`src/hw/rtl/ect_pkg.sv`:
```
// package: shared types, sizes and result codes of the expression tokenizer
`timescale 1ns / 1ps
`default_nettype none

package ect_pkg;

    localparam int MAX_WORD_LEN = 4;
    localparam int WORD_LEN_W   = $clog2(MAX_WORD_LEN + 1);
    localparam int WORD_IDX_W   = $clog2(MAX_WORD_LEN);

    localparam int RESULTS_MAX = 3;
    localparam int COUNT_W     = $clog2(RESULTS_MAX + 1);
    localparam int SLOT_W      = $clog2(RESULTS_MAX);

    localparam logic [2:0] KIND_NUMBER   = 3'd0;
    localparam logic [2:0] KIND_OPERATOR = 3'd1;
    localparam logic [2:0] KIND_FUNCTION = 3'd2;
    localparam logic [2:0] KIND_ERROR    = 3'd3;
    localparam logic [2:0] KIND_END      = 3'd4;

    localparam logic [7:0] FUNC_CEIL = 8'd0;
    localparam logic [7:0] FUNC_SQRT = 8'd1;

    typedef struct packed {
        logic [2:0] kind;
        logic [7:0] value;
        logic       token_start;
    } result_t;

    typedef struct packed {
        logic [COUNT_W-1:0]            count;
        result_t [RESULTS_MAX-1:0]     res;
    } bundle_t;

endpackage

`default_nettype wire

```
`src/hw/rtl/ect_text_if.sv`:
```
// interface: text byte channel
`timescale 1ns / 1ps
`default_nettype none

interface ect_text_if;
    logic       valid;
    logic       ready;
    logic [7:0] ch;
    logic       final_char;

    modport source (output valid, output ch, output final_char, input ready);
    modport sink (input valid, input ch, input final_char, output ready);
endinterface

`default_nettype wire

```
`src/hw/rtl/ect_token_if.sv`:
```
// interface: token result channel
`timescale 1ns / 1ps
`default_nettype none

interface ect_token_if;
    logic       valid;
    logic       ready;
    logic [2:0] kind;
    logic [7:0] value;
    logic       token_start;
    logic       run_last;

    modport source (output valid, output kind, output value, output token_start,
                    output run_last, input ready);
    modport sink (input valid, input kind, input value, input token_start,
                  input run_last, output ready);
endinterface

`default_nettype wire

```
`src/hw/rtl/expression_char_tokenizer.sv`:
```
// top level: streaming tokenizer for arithmetic expression text
//
// text carries one byte per transaction, with final_char on the last byte of
// an expression. tokens carries one result per transaction: kind, value,
// token_start and run_last, which marks the last result caused by one byte.
// a byte is taken every cycle while the two-bundle queue has room; it
// causes zero to three results, which come out one per cycle while tokens is ready.
// the results of a byte are registered in the queue, so its first result is
// offered the cycle after the byte is accepted when the queue was empty.
// throughput: one byte per cycle while each byte causes at most one result
// and tokens is ready; a byte with several results holds the token port until
// all of them are sent, since the back end has a single-result output port.
// when tokens stalls, the queue fills and text.ready drops after two
// bundles wait; nothing is lost or repeated.
// reset empties the queue and returns the lexer to the idle state between
// tokens with no word held.
`timescale 1ns / 1ps
`default_nettype none

module expression_char_tokenizer (
    input  wire logic    clk,
    input  wire logic    rst_n,
    ect_text_if.sink     text,
    ect_token_if.source  tokens
);

    ect_pkg::bundle_t wr_bundle;
    ect_pkg::bundle_t head;
    logic             push;
    logic             pop;
    logic             full;
    logic             head_valid;

    ect_front u_front (
        .clk    (clk),
        .rst_n  (rst_n),
        .text   (text),
        .full   (full),
        .bundle (wr_bundle),
        .push   (push)
    );

    ect_queue u_queue (
        .clk        (clk),
        .rst_n      (rst_n),
        .push       (push),
        .wr_bundle  (wr_bundle),
        .full       (full),
        .pop        (pop),
        .head_valid (head_valid),
        .head       (head)
    );

    ect_back u_back (
        .clk        (clk),
        .rst_n      (rst_n),
        .head_valid (head_valid),
        .head       (head),
        .pop        (pop),
        .tokens     (tokens)
    );

    // the final byte always causes at least the end result
    a_final_pushes: assert property (@(posedge clk) disable iff (!rst_n)
        text.valid && text.ready && text.final_char |-> push)
        else $error("final byte produced no bundle");

    a_end_is_last: assert property (@(posedge clk) disable iff (!rst_n)
        tokens.valid && tokens.kind == ect_pkg::KIND_END |-> tokens.run_last)
        else $error("end result not last of its byte");

    a_pop_frees: assert property (@(posedge clk) disable iff (!rst_n)
        full && pop |=> !full)
        else $error("queue stayed full after a pop");

    a_empty_idle: assert property (@(posedge clk) disable iff (!rst_n)
        !head_valid |-> !tokens.valid && !pop)
        else $error("token offered from an empty queue");

endmodule

`default_nettype wire

```
`src/hw/rtl/ect_front.sv`:
```
// front end: classifies each text byte and builds the bundle of results it causes
`timescale 1ns / 1ps
`default_nettype none

module ect_front (
    input  wire logic            clk,
    input  wire logic            rst_n,
    ect_text_if.sink             text,
    input  wire logic            full,
    output ect_pkg::bundle_t     bundle,
    output logic                 push
);

    localparam logic [1:0] MODE_IDLE   = 2'd0;
    localparam logic [1:0] MODE_NUMBER = 2'd1;
    localparam logic [1:0] MODE_WORD   = 2'd2;
    localparam logic [1:0] MODE_DROP   = 2'd3;

    localparam logic [7:0] CH_SPACE = 8'h20;
    localparam logic [7:0] CH_DOT   = 8'h2e;
    localparam logic [7:0] CH_PLUS  = 8'h2b;
    localparam logic [7:0] CH_MINUS = 8'h2d;
    localparam logic [7:0] CH_STAR  = 8'h2a;
    localparam logic [7:0] CH_SLASH = 8'h2f;
    localparam logic [7:0] CH_LPAR  = 8'h28;
    localparam logic [7:0] CH_RPAR  = 8'h29;

    localparam logic [31:0] WORD_CEIL = 32'h6365696c;
    localparam logic [31:0] WORD_SQRT = 32'h73717274;

    typedef logic [7:0] letters_t [ect_pkg::MAX_WORD_LEN];

    typedef struct packed {
        logic                emit;
        ect_pkg::result_t    res;
        logic [1:0]          mode;
        logic                word;
    } start_t;

    typedef struct packed {
        ect_pkg::result_t    res;
        logic [1:0]          mode;
    } finish_t;

    logic [1:0]                   mode_reg, mode_next;
    logic [ect_pkg::WORD_LEN_W-1:0] len_reg, len_next;
    letters_t                     letters_reg, letters_next;

    function automatic logic is_digit(input logic [7:0] c);
        return c >= 8'h30 && c <= 8'h39;
    endfunction

    function automatic logic is_letter(input logic [7:0] c);
        return (c >= 8'h41 && c <= 8'h5a) || (c >= 8'h61 && c <= 8'h7a);
    endfunction

    function automatic logic is_op(input logic [7:0] c);
        return c == CH_PLUS || c == CH_MINUS || c == CH_STAR || c == CH_SLASH
            || c == CH_LPAR || c == CH_RPAR;
    endfunction

    function automatic ect_pkg::result_t mk(input logic [2:0] kind, input logic [7:0] value,
                                            input logic start);
        ect_pkg::result_t r;
        r.kind        = kind;
        r.value       = value;
        r.token_start = start;
        return r;
    endfunction

    function automatic start_t start_token(input logic [7:0] c);
        start_t s;
        s.emit = 1'b0;
        s.res  = mk(ect_pkg::KIND_ERROR, c, 1'b1);
        s.mode = MODE_IDLE;
        s.word = 1'b0;
        if (c == CH_SPACE)
        begin
            s.emit = 1'b0;
        end
        else if (is_digit(c))
        begin
            s.emit = 1'b1;
            s.res  = mk(ect_pkg::KIND_NUMBER, c, 1'b1);
            s.mode = MODE_NUMBER;
        end
        else if (is_op(c))
        begin
            s.emit = 1'b1;
            s.res  = mk(ect_pkg::KIND_OPERATOR, c, 1'b1);
        end
        else if (is_letter(c))
        begin
            s.word = 1'b1;
            s.mode = MODE_WORD;
        end
        else
        begin
            s.emit = 1'b1;
            s.mode = MODE_DROP;
        end
        return s;
    endfunction

    function automatic finish_t finish_word(input letters_t lv,
                                            input logic [ect_pkg::WORD_LEN_W-1:0] lenv);
        finish_t f;
        logic    len4;
        len4 = lenv == ect_pkg::WORD_LEN_W'(4);
        if (len4 && {lv[0], lv[1], lv[2], lv[3]} == WORD_CEIL)
        begin
            f.res  = mk(ect_pkg::KIND_FUNCTION, ect_pkg::FUNC_CEIL, 1'b1);
            f.mode = MODE_IDLE;
        end
        else if (len4 && {lv[0], lv[1], lv[2], lv[3]} == WORD_SQRT)
        begin
            f.res  = mk(ect_pkg::KIND_FUNCTION, ect_pkg::FUNC_SQRT, 1'b1);
            f.mode = MODE_IDLE;
        end
        else
        begin
            f.res  = mk(ect_pkg::KIND_ERROR, lv[0], 1'b1);
            f.mode = MODE_DROP;
        end
        return f;
    endfunction

    logic                                accept;
    logic [ect_pkg::COUNT_W-1:0]         n;
    ect_pkg::result_t [ect_pkg::RESULTS_MAX-1:0] res;
    logic                                do_start;
    start_t                              st;
    finish_t                             fw;

    assign text.ready = !full;
    assign accept     = text.valid && text.ready;

    always_comb
    begin
        letters_next = letters_reg;
        len_next     = len_reg;
        mode_next    = mode_reg;
        n            = '0;
        res          = '0;
        do_start     = 1'b0;
        st           = start_token(text.ch);
        fw           = '0;

        unique case (mode_reg)
            MODE_NUMBER:
            begin
                if (is_digit(text.ch) || text.ch == CH_DOT)
                begin
                    res[n[ect_pkg::SLOT_W-1:0]] = mk(ect_pkg::KIND_NUMBER, text.ch, 1'b0);
                    n = n + ect_pkg::COUNT_W'(1);
                end
                else
                begin
                    mode_next = MODE_IDLE;
                    do_start  = 1'b1;
                end
            end
            MODE_WORD:
            begin
                if (is_letter(text.ch))
                begin
                    if (len_next < ect_pkg::WORD_LEN_W'(ect_pkg::MAX_WORD_LEN))
                    begin
                        letters_next[len_next[ect_pkg::WORD_IDX_W-1:0]] = text.ch;
                        len_next = len_next + ect_pkg::WORD_LEN_W'(1);
                    end
                    else
                    begin
                        res[n[ect_pkg::SLOT_W-1:0]] =
                            mk(ect_pkg::KIND_ERROR, letters_next[0], 1'b1);
                        n         = n + ect_pkg::COUNT_W'(1);
                        mode_next = MODE_DROP;
                        len_next  = '0;
                    end
                end
                else
                begin
                    fw = finish_word(letters_next, len_next);
                    res[n[ect_pkg::SLOT_W-1:0]] = fw.res;
                    n         = n + ect_pkg::COUNT_W'(1);
                    mode_next = fw.mode;
                    len_next  = '0;
                    do_start  = fw.mode == MODE_IDLE;
                end
            end
            MODE_IDLE:
            begin
                do_start = 1'b1;
            end
            MODE_DROP:
            begin
                do_start = 1'b0;
            end
            default:
            begin
                do_start = 1'b0;
            end
        endcase

        if (do_start)
        begin
            if (st.emit)
            begin
                res[n[ect_pkg::SLOT_W-1:0]] = st.res;
                n = n + ect_pkg::COUNT_W'(1);
            end
            if (st.word)
            begin
                letters_next[0] = text.ch;
                len_next        = ect_pkg::WORD_LEN_W'(1);
            end
            mode_next = st.mode;
        end

        if (text.final_char)
        begin
            if (mode_next == MODE_WORD)
            begin
                fw = finish_word(letters_next, len_next);
                res[n[ect_pkg::SLOT_W-1:0]] = fw.res;
                n = n + ect_pkg::COUNT_W'(1);
            end
            res[n[ect_pkg::SLOT_W-1:0]] = mk(ect_pkg::KIND_END, 8'd0, 1'b0);
            n         = n + ect_pkg::COUNT_W'(1);
            mode_next = MODE_IDLE;
            len_next  = '0;
        end
    end

    assign bundle = '{count: n, res: res};
    assign push   = accept && (n != '0);

    always_ff @(posedge clk or negedge rst_n)
    begin
        if (!rst_n)
        begin
            mode_reg <= MODE_IDLE;
            len_reg  <= '0;
        end
        else if (accept)
        begin
            mode_reg <= mode_next;
            len_reg  <= len_next;
        end
    end

    always_ff @(posedge clk)
    begin
        if (accept)
        begin
            letters_reg <= letters_next;
        end
    end

endmodule

`default_nettype wire

```
`src/hw/rtl/ect_queue.sv`:
```
// two-entry queue of result bundles between front and back
`timescale 1ns / 1ps
`default_nettype none

module ect_queue (
    input  wire logic              clk,
    input  wire logic              rst_n,
    input  wire logic              push,
    input  wire ect_pkg::bundle_t  wr_bundle,
    output logic                   full,
    input  wire logic              pop,
    output logic                   head_valid,
    output ect_pkg::bundle_t       head
);

    ect_pkg::bundle_t mem_reg [2];
    logic             wr_ptr_reg, wr_ptr_next;
    logic             rd_ptr_reg, rd_ptr_next;
    logic [1:0]       count_reg, count_next;

    assign full       = count_reg == 2'd2;
    assign head_valid = count_reg != 2'd0;
    assign head       = mem_reg[rd_ptr_reg];

    always_comb
    begin
        wr_ptr_next = wr_ptr_reg ^ push;
        rd_ptr_next = rd_ptr_reg ^ pop;
        count_next  = count_reg + {1'b0, push} - {1'b0, pop};
    end

    always_ff @(posedge clk or negedge rst_n)
    begin
        if (!rst_n)
        begin
            wr_ptr_reg <= 1'b0;
            rd_ptr_reg <= 1'b0;
            count_reg  <= 2'd0;
        end
        else
        begin
            wr_ptr_reg <= wr_ptr_next;
            rd_ptr_reg <= rd_ptr_next;
            count_reg  <= count_next;
        end
    end

    always_ff @(posedge clk)
    begin
        if (push)
        begin
            mem_reg[wr_ptr_reg] <= wr_bundle;
        end
    end

endmodule

`default_nettype wire

```
`src/hw/rtl/ect_back.sv`:
```
// back end: sends the results of each bundle one transaction at a time
`timescale 1ns / 1ps
`default_nettype none

module ect_back (
    input  wire logic              clk,
    input  wire logic              rst_n,
    input  wire logic              head_valid,
    input  wire ect_pkg::bundle_t  head,
    output logic                   pop,
    ect_token_if.source            tokens
);

    logic [ect_pkg::SLOT_W-1:0] idx_reg, idx_next;
    logic                       last;
    logic                       accept;
    ect_pkg::result_t           cur;

    assign cur    = head.res[idx_reg];
    assign last   = ect_pkg::COUNT_W'(idx_reg) == head.count - ect_pkg::COUNT_W'(1);
    assign accept = tokens.valid && tokens.ready;
    assign pop    = accept && last;

    assign tokens.valid       = head_valid;
    assign tokens.kind        = cur.kind;
    assign tokens.value       = cur.value;
    assign tokens.token_start = cur.token_start;
    assign tokens.run_last    = last;

    always_comb
    begin
        idx_next = idx_reg;
        if (accept)
        begin
            idx_next = last ? '0 : idx_reg + ect_pkg::SLOT_W'(1);
        end
    end

    always_ff @(posedge clk or negedge rst_n)
    begin
        if (!rst_n)
        begin
            idx_reg <= '0;
        end
        else
        begin
            idx_reg <= idx_next;
        end
    end

endmodule

`default_nettype wire

```
`src/flat_wrapper.sv`:
```
// flat-port wrapper written by rule: the top's interface ports become plain ports
module expression_char_tokenizer_flat 
  (clk, rst_n, text_valid, text_ch, text_final_char, text_ready, tokens_valid, tokens_kind, tokens_value, tokens_token_start, tokens_run_last, tokens_ready);
  ect_text_if text_i ();
  ect_token_if tokens_i ();
  input  wire logic clk;
  input  wire logic rst_n;
  input wire logic [$bits(text_i.valid)-1:0] text_valid;
  input wire logic [$bits(text_i.ch)-1:0] text_ch;
  input wire logic [$bits(text_i.final_char)-1:0] text_final_char;
  output wire logic [$bits(text_i.ready)-1:0] text_ready;
  output wire logic [$bits(tokens_i.valid)-1:0] tokens_valid;
  output wire logic [$bits(tokens_i.kind)-1:0] tokens_kind;
  output wire logic [$bits(tokens_i.value)-1:0] tokens_value;
  output wire logic [$bits(tokens_i.token_start)-1:0] tokens_token_start;
  output wire logic [$bits(tokens_i.run_last)-1:0] tokens_run_last;
  input wire logic [$bits(tokens_i.ready)-1:0] tokens_ready;
  assign text_i.valid = text_valid;
  assign text_i.ch = text_ch;
  assign text_i.final_char = text_final_char;
  assign text_ready = text_i.ready;
  assign tokens_valid = tokens_i.valid;
  assign tokens_kind = tokens_i.kind;
  assign tokens_value = tokens_i.value;
  assign tokens_token_start = tokens_i.token_start;
  assign tokens_run_last = tokens_i.run_last;
  assign tokens_i.ready = tokens_ready;
  expression_char_tokenizer u_core (.clk(clk), .rst_n(rst_n), .text(text_i), .tokens(tokens_i));
endmodule
```
`config.mk`:
```
export PLATFORM = sky130hd
export DESIGN_NAME = expression_char_tokenizer_flat
export DESIGN_NICKNAME = d
export VERILOG_FILES = /design/src/hw/rtl/ect_pkg.sv /design/src/hw/rtl/ect_text_if.sv /design/src/hw/rtl/ect_token_if.sv /design/src/hw/rtl/expression_char_tokenizer.sv /design/src/hw/rtl/ect_front.sv /design/src/hw/rtl/ect_queue.sv /design/src/hw/rtl/ect_back.sv /design/src/flat_wrapper.sv
export SDC_FILE = /design/constraint.sdc
export NUM_CORES = 1
export LEC_CHECK = 0
export ABC_AREA = 1
export ABC_CLOCK_PERIOD_IN_PS = 12000
export BUFFER_PORTS_ARGS = -buffer_cell sky130_fd_sc_hd__buf_4
export CORE_MARGIN = 3
export CORE_UTILIZATION = 49
export DETAILED_ROUTE_END_ITERATION = 6
export PLACE_DENSITY = 0.71
export SKIP_LAST_GASP = 1
export SLEW_MARGIN = 40
export SYNTH_ARGS = -nofsm -noshare
export SYNTH_HDL_FRONTEND = slang
export SYNTH_SLANG_ARGS = --single-unit
```
`constraint.sdc`:
```
create_clock -name clk -period 12 [get_ports clk]
set_input_delay 1.2 -clock clk [delete_from_list [all_inputs] [get_ports clk]]
set_output_delay 1.2 -clock clk [all_outputs]
set_load 0.02 [all_outputs]
```
# Word-level counts from Yosys, hierarchy flattened
# Memories as Yosys holds them, arrays and structs flattened.
# Index checks and enable logic that the tools add are counted.
[classes] addsub=8 n_lt_le_gt_ge=16 eq_ne=20 muxes=72 bitwise=6 n_reduce_logical=27
[ops] cell="two-way mux 36 bit" count=5
[ops] cell="== test 32 x 31 -> 1 bit, second input constant" count=4
[ops] cell="two-way mux 12 bit" count=9
[ops] cell="two-way mux 32 bit" count=3
[ops] cell="bitwise mux 36 bit" count=2
[ops] cell="demux 12 bit (select 2 bit)" count=3
[ops] cell="== test 8 x 6 -> 1 bit, second input constant" count=8
[ops] cell="two-way mux 14 bit" count=4
[ops] cell="bitwise AND 33 bit" count=1
[ops] cell="NOT 33 bit" count=1
[ops] cell="bitwise mux 32 bit" count=1
[ops] cell="two-way mux 15 bit" count=2
[ops] cell="binary-select mux 12 bit (select 2 bit)" count=1
[ops] cell="two-way mux 2 bit" count=12
[ops] cell="two-way mux 8 bit" count=3
[ops] cell="case mux 12 bit (2 select lines)" count=1
[ops] cell="two-way mux 11 bit" count=2
[ops] cell="two-way mux 3 bit" count=7
[ops] cell="demux 8 bit (select 2 bit)" count=1
[ops] cell="greater-or-equal comparator 8 x 7 -> 1 bit, second input constant" count=2
[ops] cell="<= comparator 8 x 7 -> 1 bit, second input constant" count=2
[ops] cell="logical AND 1 bit" count=15
[ops] cell="less-than comparator 2 x 3 -> 1 bit, second input constant" count=4
[ops] cell="two-way mux 1 bit" count=12
[ops] cell="25 further kinds" count=44
[totals] register_bits=43 ramBits=76 memories=1
[memory_table] name="u_core.u_queue.mem_reg" depth=2 width=38 rd=1 rd_clocked_by_memory_dff=0 write_ports=1 line="ect_queue.sv:16" rtl="ect_pkg::bundle_t mem_reg [2];"

# Logic depth before layout (Yosys ltp)
[depth] word_depth=22 mapped_depth=28

# Modules after synthesis
# A second synthesis with hierarchy kept.
[unflattened] hier_cells=892 hier_area_um2=7355.8
[modules_own_cells] mod="ect_front" n_inst=1 cells_per_inst=585 area_each_um2=3887.5 seq_area_each_um2=1086.0
[modules_own_cells] mod="ect_queue" n_inst=1 cells_per_inst=222 area_each_um2=3032.9 seq_area_each_um2=2382.3
[modules_own_cells] mod="ect_back" n_inst=1 cells_per_inst=85 area_each_um2=435.4 seq_area_each_um2=50.0

# Worst setup path before layout
# Ideal clock, no wire load.
[synth_path] path_kind="input port to flip-flop" from="in text_ch[0]" to="mem u_core.u_queue.mem_reg[1][0] (netlist name) (enable)" arrival_time_ns=4.965 setup_slack_ns=6.637 stages=25 n_path_buf=2 path_cell_list="buf_2 -> nand3_1 -> nand2_1 -> nand2_1 -> inv_2 -> nor2_8 -> nand2_1 -> nand2_1 -> nand2_1 -> buf_2 -> ha_1 -> inv_1 -> nand2_1 -> o21ai_0 -> inv_1 -> ha_1 -> nand2_1 -> nand2_1 -> ha_1 -> o21ai_0 -> inv_1 -> nand3_1 -> nand2_1 -> inv_1 -> ha_1"
[synth_rtl] item="from (decl)" line="flat_wrapper.sv:9" rtl="input wire logic [$bits(text_i.ch)-1:0] text_ch;"
[synth_rtl] item="to (decl)" line="ect_queue.sv:16"

==> results_dict.tcl <==
set metrics [dict create \
    avgSynthCellArea_um2 8.14 \
    ys_seq_area_share_pct 50.0 \
    nets 903 \
    path_clk_slew_ns 0.05 \
    period_share_pct 43.9 \
    cts.sinks 117 \
    outcome "finished clean" \
    max_stage_delay_ns 0.41 \
    portBuffers 27 \
    min_to "u_core.u_queue.count_reg[0]$_DFF_PN0_" \
    min_from "u_core.u_queue.count_reg[0]$_DFF_PN0_" \
    hp-class "reg -> reg" \
    finClkSkew_ns 0.0108 \
    top_layer_used "met4" \
    routed_wl_um 16500 \
    area_growth_pct 13.0 \
    dr_wl_met2_um 7860 \
    postCtsSetupRepairBufs 0 \
    cp-end-kind "flip-flop" \
    worstPathMaxFanout 37 \
    finalMaxSlewViolations 0 \
    grt-ovfl-total 0 \
    wl_met3_um 1130 \
    critical_path_class "in -> reg" \
    power.density_nw_per_um2 277 \
    finish.utilization_pct 57.9 \
    postRouteAntennaNets 0 \
    path_common_cell "nand2_1" \
    wl_met1_um 7000 \
    drc 0 \
    finalSetupViolCount 0 \
    clockBufferDepth 2 \
    rsz0062_at_grt "no" \
    synthDominantCellAreaShare_pct 46.0 \
    dieArea_um2 15600 \
    timing.rr.start "u_core.u_front.mode_reg[0]$_DFFE_PN0P_" \
    period_minus_slack_ns 5.27 \
    reg2reg_to "u_core.u_queue.mem_reg[0][28]$_DFFE_PP_" \
    synth_ff_type "edfxtp_1" \
    clk_latency_ns 0.42 \
    max-vdd-ir-drop_uv 111 \
    layout.cells.non_filler 1059 \
    finalInstanceArea_um2 7820 \
    largest_reg_flops 74 \
    cts_buffers 17 \
    cp.required_ns 12.05 \
    syn_area_um2 6920 \
    max_freq_ghz 0.190 \
    critPathSlowestCell "buf_4" \
    r2r_slack_ns 7.26 \
    fill_cells 1188 \
    placed_cells 1030 \
    drt-wirelength-per-cell_um 15.6 \
    syn_nets 881 \
    place.gp.congestion 0.949 \
    cts_resized 0 \
    cts_root_buf "clkbuf_16" \
    synth_cells 851 \
    synth_area_leader_cell "edfxtp_1" \
    cts_tree "done" \
    dpl.hpwl_um 11800 \
    cts.htree.levels 4 \
    fin_setup_tns_ns 0 \
    rr_worst_depth 23 \
    start_util_pct 51.3 \
    async_reset_ff_share_pct 9.40 \
    fp.dieW_um 125 \
    cap_violations 0 \
    cts_hold_buf 0 \
    drt_iter0_markers 521 \
    drt_pass1_iterations 5 \
    ys_warn_count 0 \
    grt_pass1_vias 5248 \
    core_um2 13500 \
    leakagePower_nw 3.53 \
    antenna_found_initial 0 \
    cp.arrival_ns 5.32 \
    grt_pass1_wl_um 26400 \
    start_kind "input port" \
    placed_area_um2 7230 \
    relSlewSlack_pct 50.5 \
    fp.dieH_um 125 \
    synth_area_leaders "edfxtp_1 (46%), nand2_1 (12%), nor2_1 (6.2%)" \
    hold_violations 0 \
    ys_ff_latch 117 \
    rows 42 \
    ys_types 39 \
    max_slew.worst_pin.slew_ns 0.740 \
    hold_depth 1 \
    io_pins 28 \
    antenna_cells 0 \
    vias_per_cell 5.37 \
    gr-usage-all-layers_pct 21.5 \
    grt_max_degree 39 \
    drive_gt1_share_pct 10.8 \
    synth-edff-count 106 \
    vias 5689 \
]
-- synthesized netlist by cell type (6+ instances only) --
| library cell | count |
|---|---|
| a21oi_1 | 13 |
| buf_2 | 6 |
| clkbuf_1 | 14 |
| dfrtp_1 | 11 |
| edfxtp_1 | 106 |
| ha_1 | 17 |
| inv_1 | 107 |
| inv_2 | 7 |
| nand2_1 | 222 |
| nand2_2 | 7 |
| nand3_1 | 52 |
| nand4_1 | 41 |
| nor2_1 | 115 |
| nor2_2 | 7 |
| nor3_1 | 8 |
| o21ai_0 | 54 |
| o22ai_1 | 20 |
-- report_power, final --
part	internal [mW]	switching [mW]	total, mW
clock	0.341	0.171	0.512
sequential	0.658	0.0716	0.729
combinational	0.288	0.634	0.922
-- metal layers --
metal / global-route usage [%] / up-vias
li1: - / 2875
met1: 27.6 / 2553
met2: 34.2 / 224
met3: 5.96 / 37
met4: 9.25 / 0
met5: 0 / -
-- worst max path at each step --
stage | start | cells past startpoint | endpoint
2_1_floorplan | text_ch[0] | 25 | u_core.u_queue.mem_reg[1][0]$_DFFE_PP_
3_3_place_gp | text_ch[0] | 25 | u_core.u_queue.mem_reg[1][33]$_DFFE_PP_
3_5_place_dp | text_ch[3] | 25 | u_core.u_queue.mem_reg[0][33]$_DFFE_PP_
4_1_cts | text_ch[3] | 25 | u_core.u_queue.mem_reg[0][28]$_DFFE_PP_
5_1_grt | text_ch[3] | 25 | u_core.u_queue.mem_reg[0][26]$_DFFE_PP_
6_report | text_ch[3] | 25 | u_core.u_queue.mem_reg[0][28]$_DFFE_PP_
-- worst max-delay path: cells and delay by family --
| kind | cells | cell delay [ns] |
|---|---|---|
| adders and majority gates | 4 | 1.09 |
| and+or+nand+nor | 12 | 1.52 |
| AOI/OAI and AO/OA | 2 | 0.45 |
| buffers and inverters | 7 | 1.01 |
-- logic make-up (layout without fill, tap and decap cells) --
kind of cell	Yosys count	count (layout)	synth area share [%]
AO/OA/AOI/OAI	97	97	7.72
XOR/XNOR	5	5	0.633
adder cells (fa/ha/maj)	17	17	3.07
buffers and inverters	145	177	8.51
flip-flops	117	117	50.0
multiplexers	1	1	0.145
AND/OR/NAND/NOR	469	469	30.0
-- through the flow --
step	hold slack [ns]	setup WS, ns	total power [mW]
detailed placement	0.513	6.31	1.65
global placement	0.508	6.48	1.64
finish	0.520	6.73	2.16
global route	0.534	6.28	2.31
floorplan	0.492	6.64	1.38
CTS	0.523	6.74	2.17
-- cell usage in the layout (no fill, tap or decap), types with 4 or more instances in the layout --
cell       count
nand3_2        4
o22ai_1       20
inv_1        107
dfrtp_1       11
nand2_2        7
buf_4         32
clkbuf_16     17
bufinv_16      4
inv_2          7
a21oi_1       13
nor2_1       115
nand2_4        4
nand4_1       41
nand3_1       52
ha_1          17
nor2_2         7
nor3_1         8
nand2_1      222
o21ai_0       54
edfxtp_1     106
-- cell type report --
| type | instances | area (um^2) | area share (%) |
|---|---|---|---|
| timing repair buffer | 32 | 240 | 3.07 |
| clock inverter | 11 | 161 | 2.06 |
| inverter | 116 | 437 | 5.58 |
| tap | 176 | 220 | 2.82 |
| sequential | 117 | 3460 | 44.2 |
| multi-input combinational | 589 | 2880 | 36.8 |
| clock buffer | 18 | 429 | 5.49 |
No activity file was read; power rests on OpenSTA's default activity.
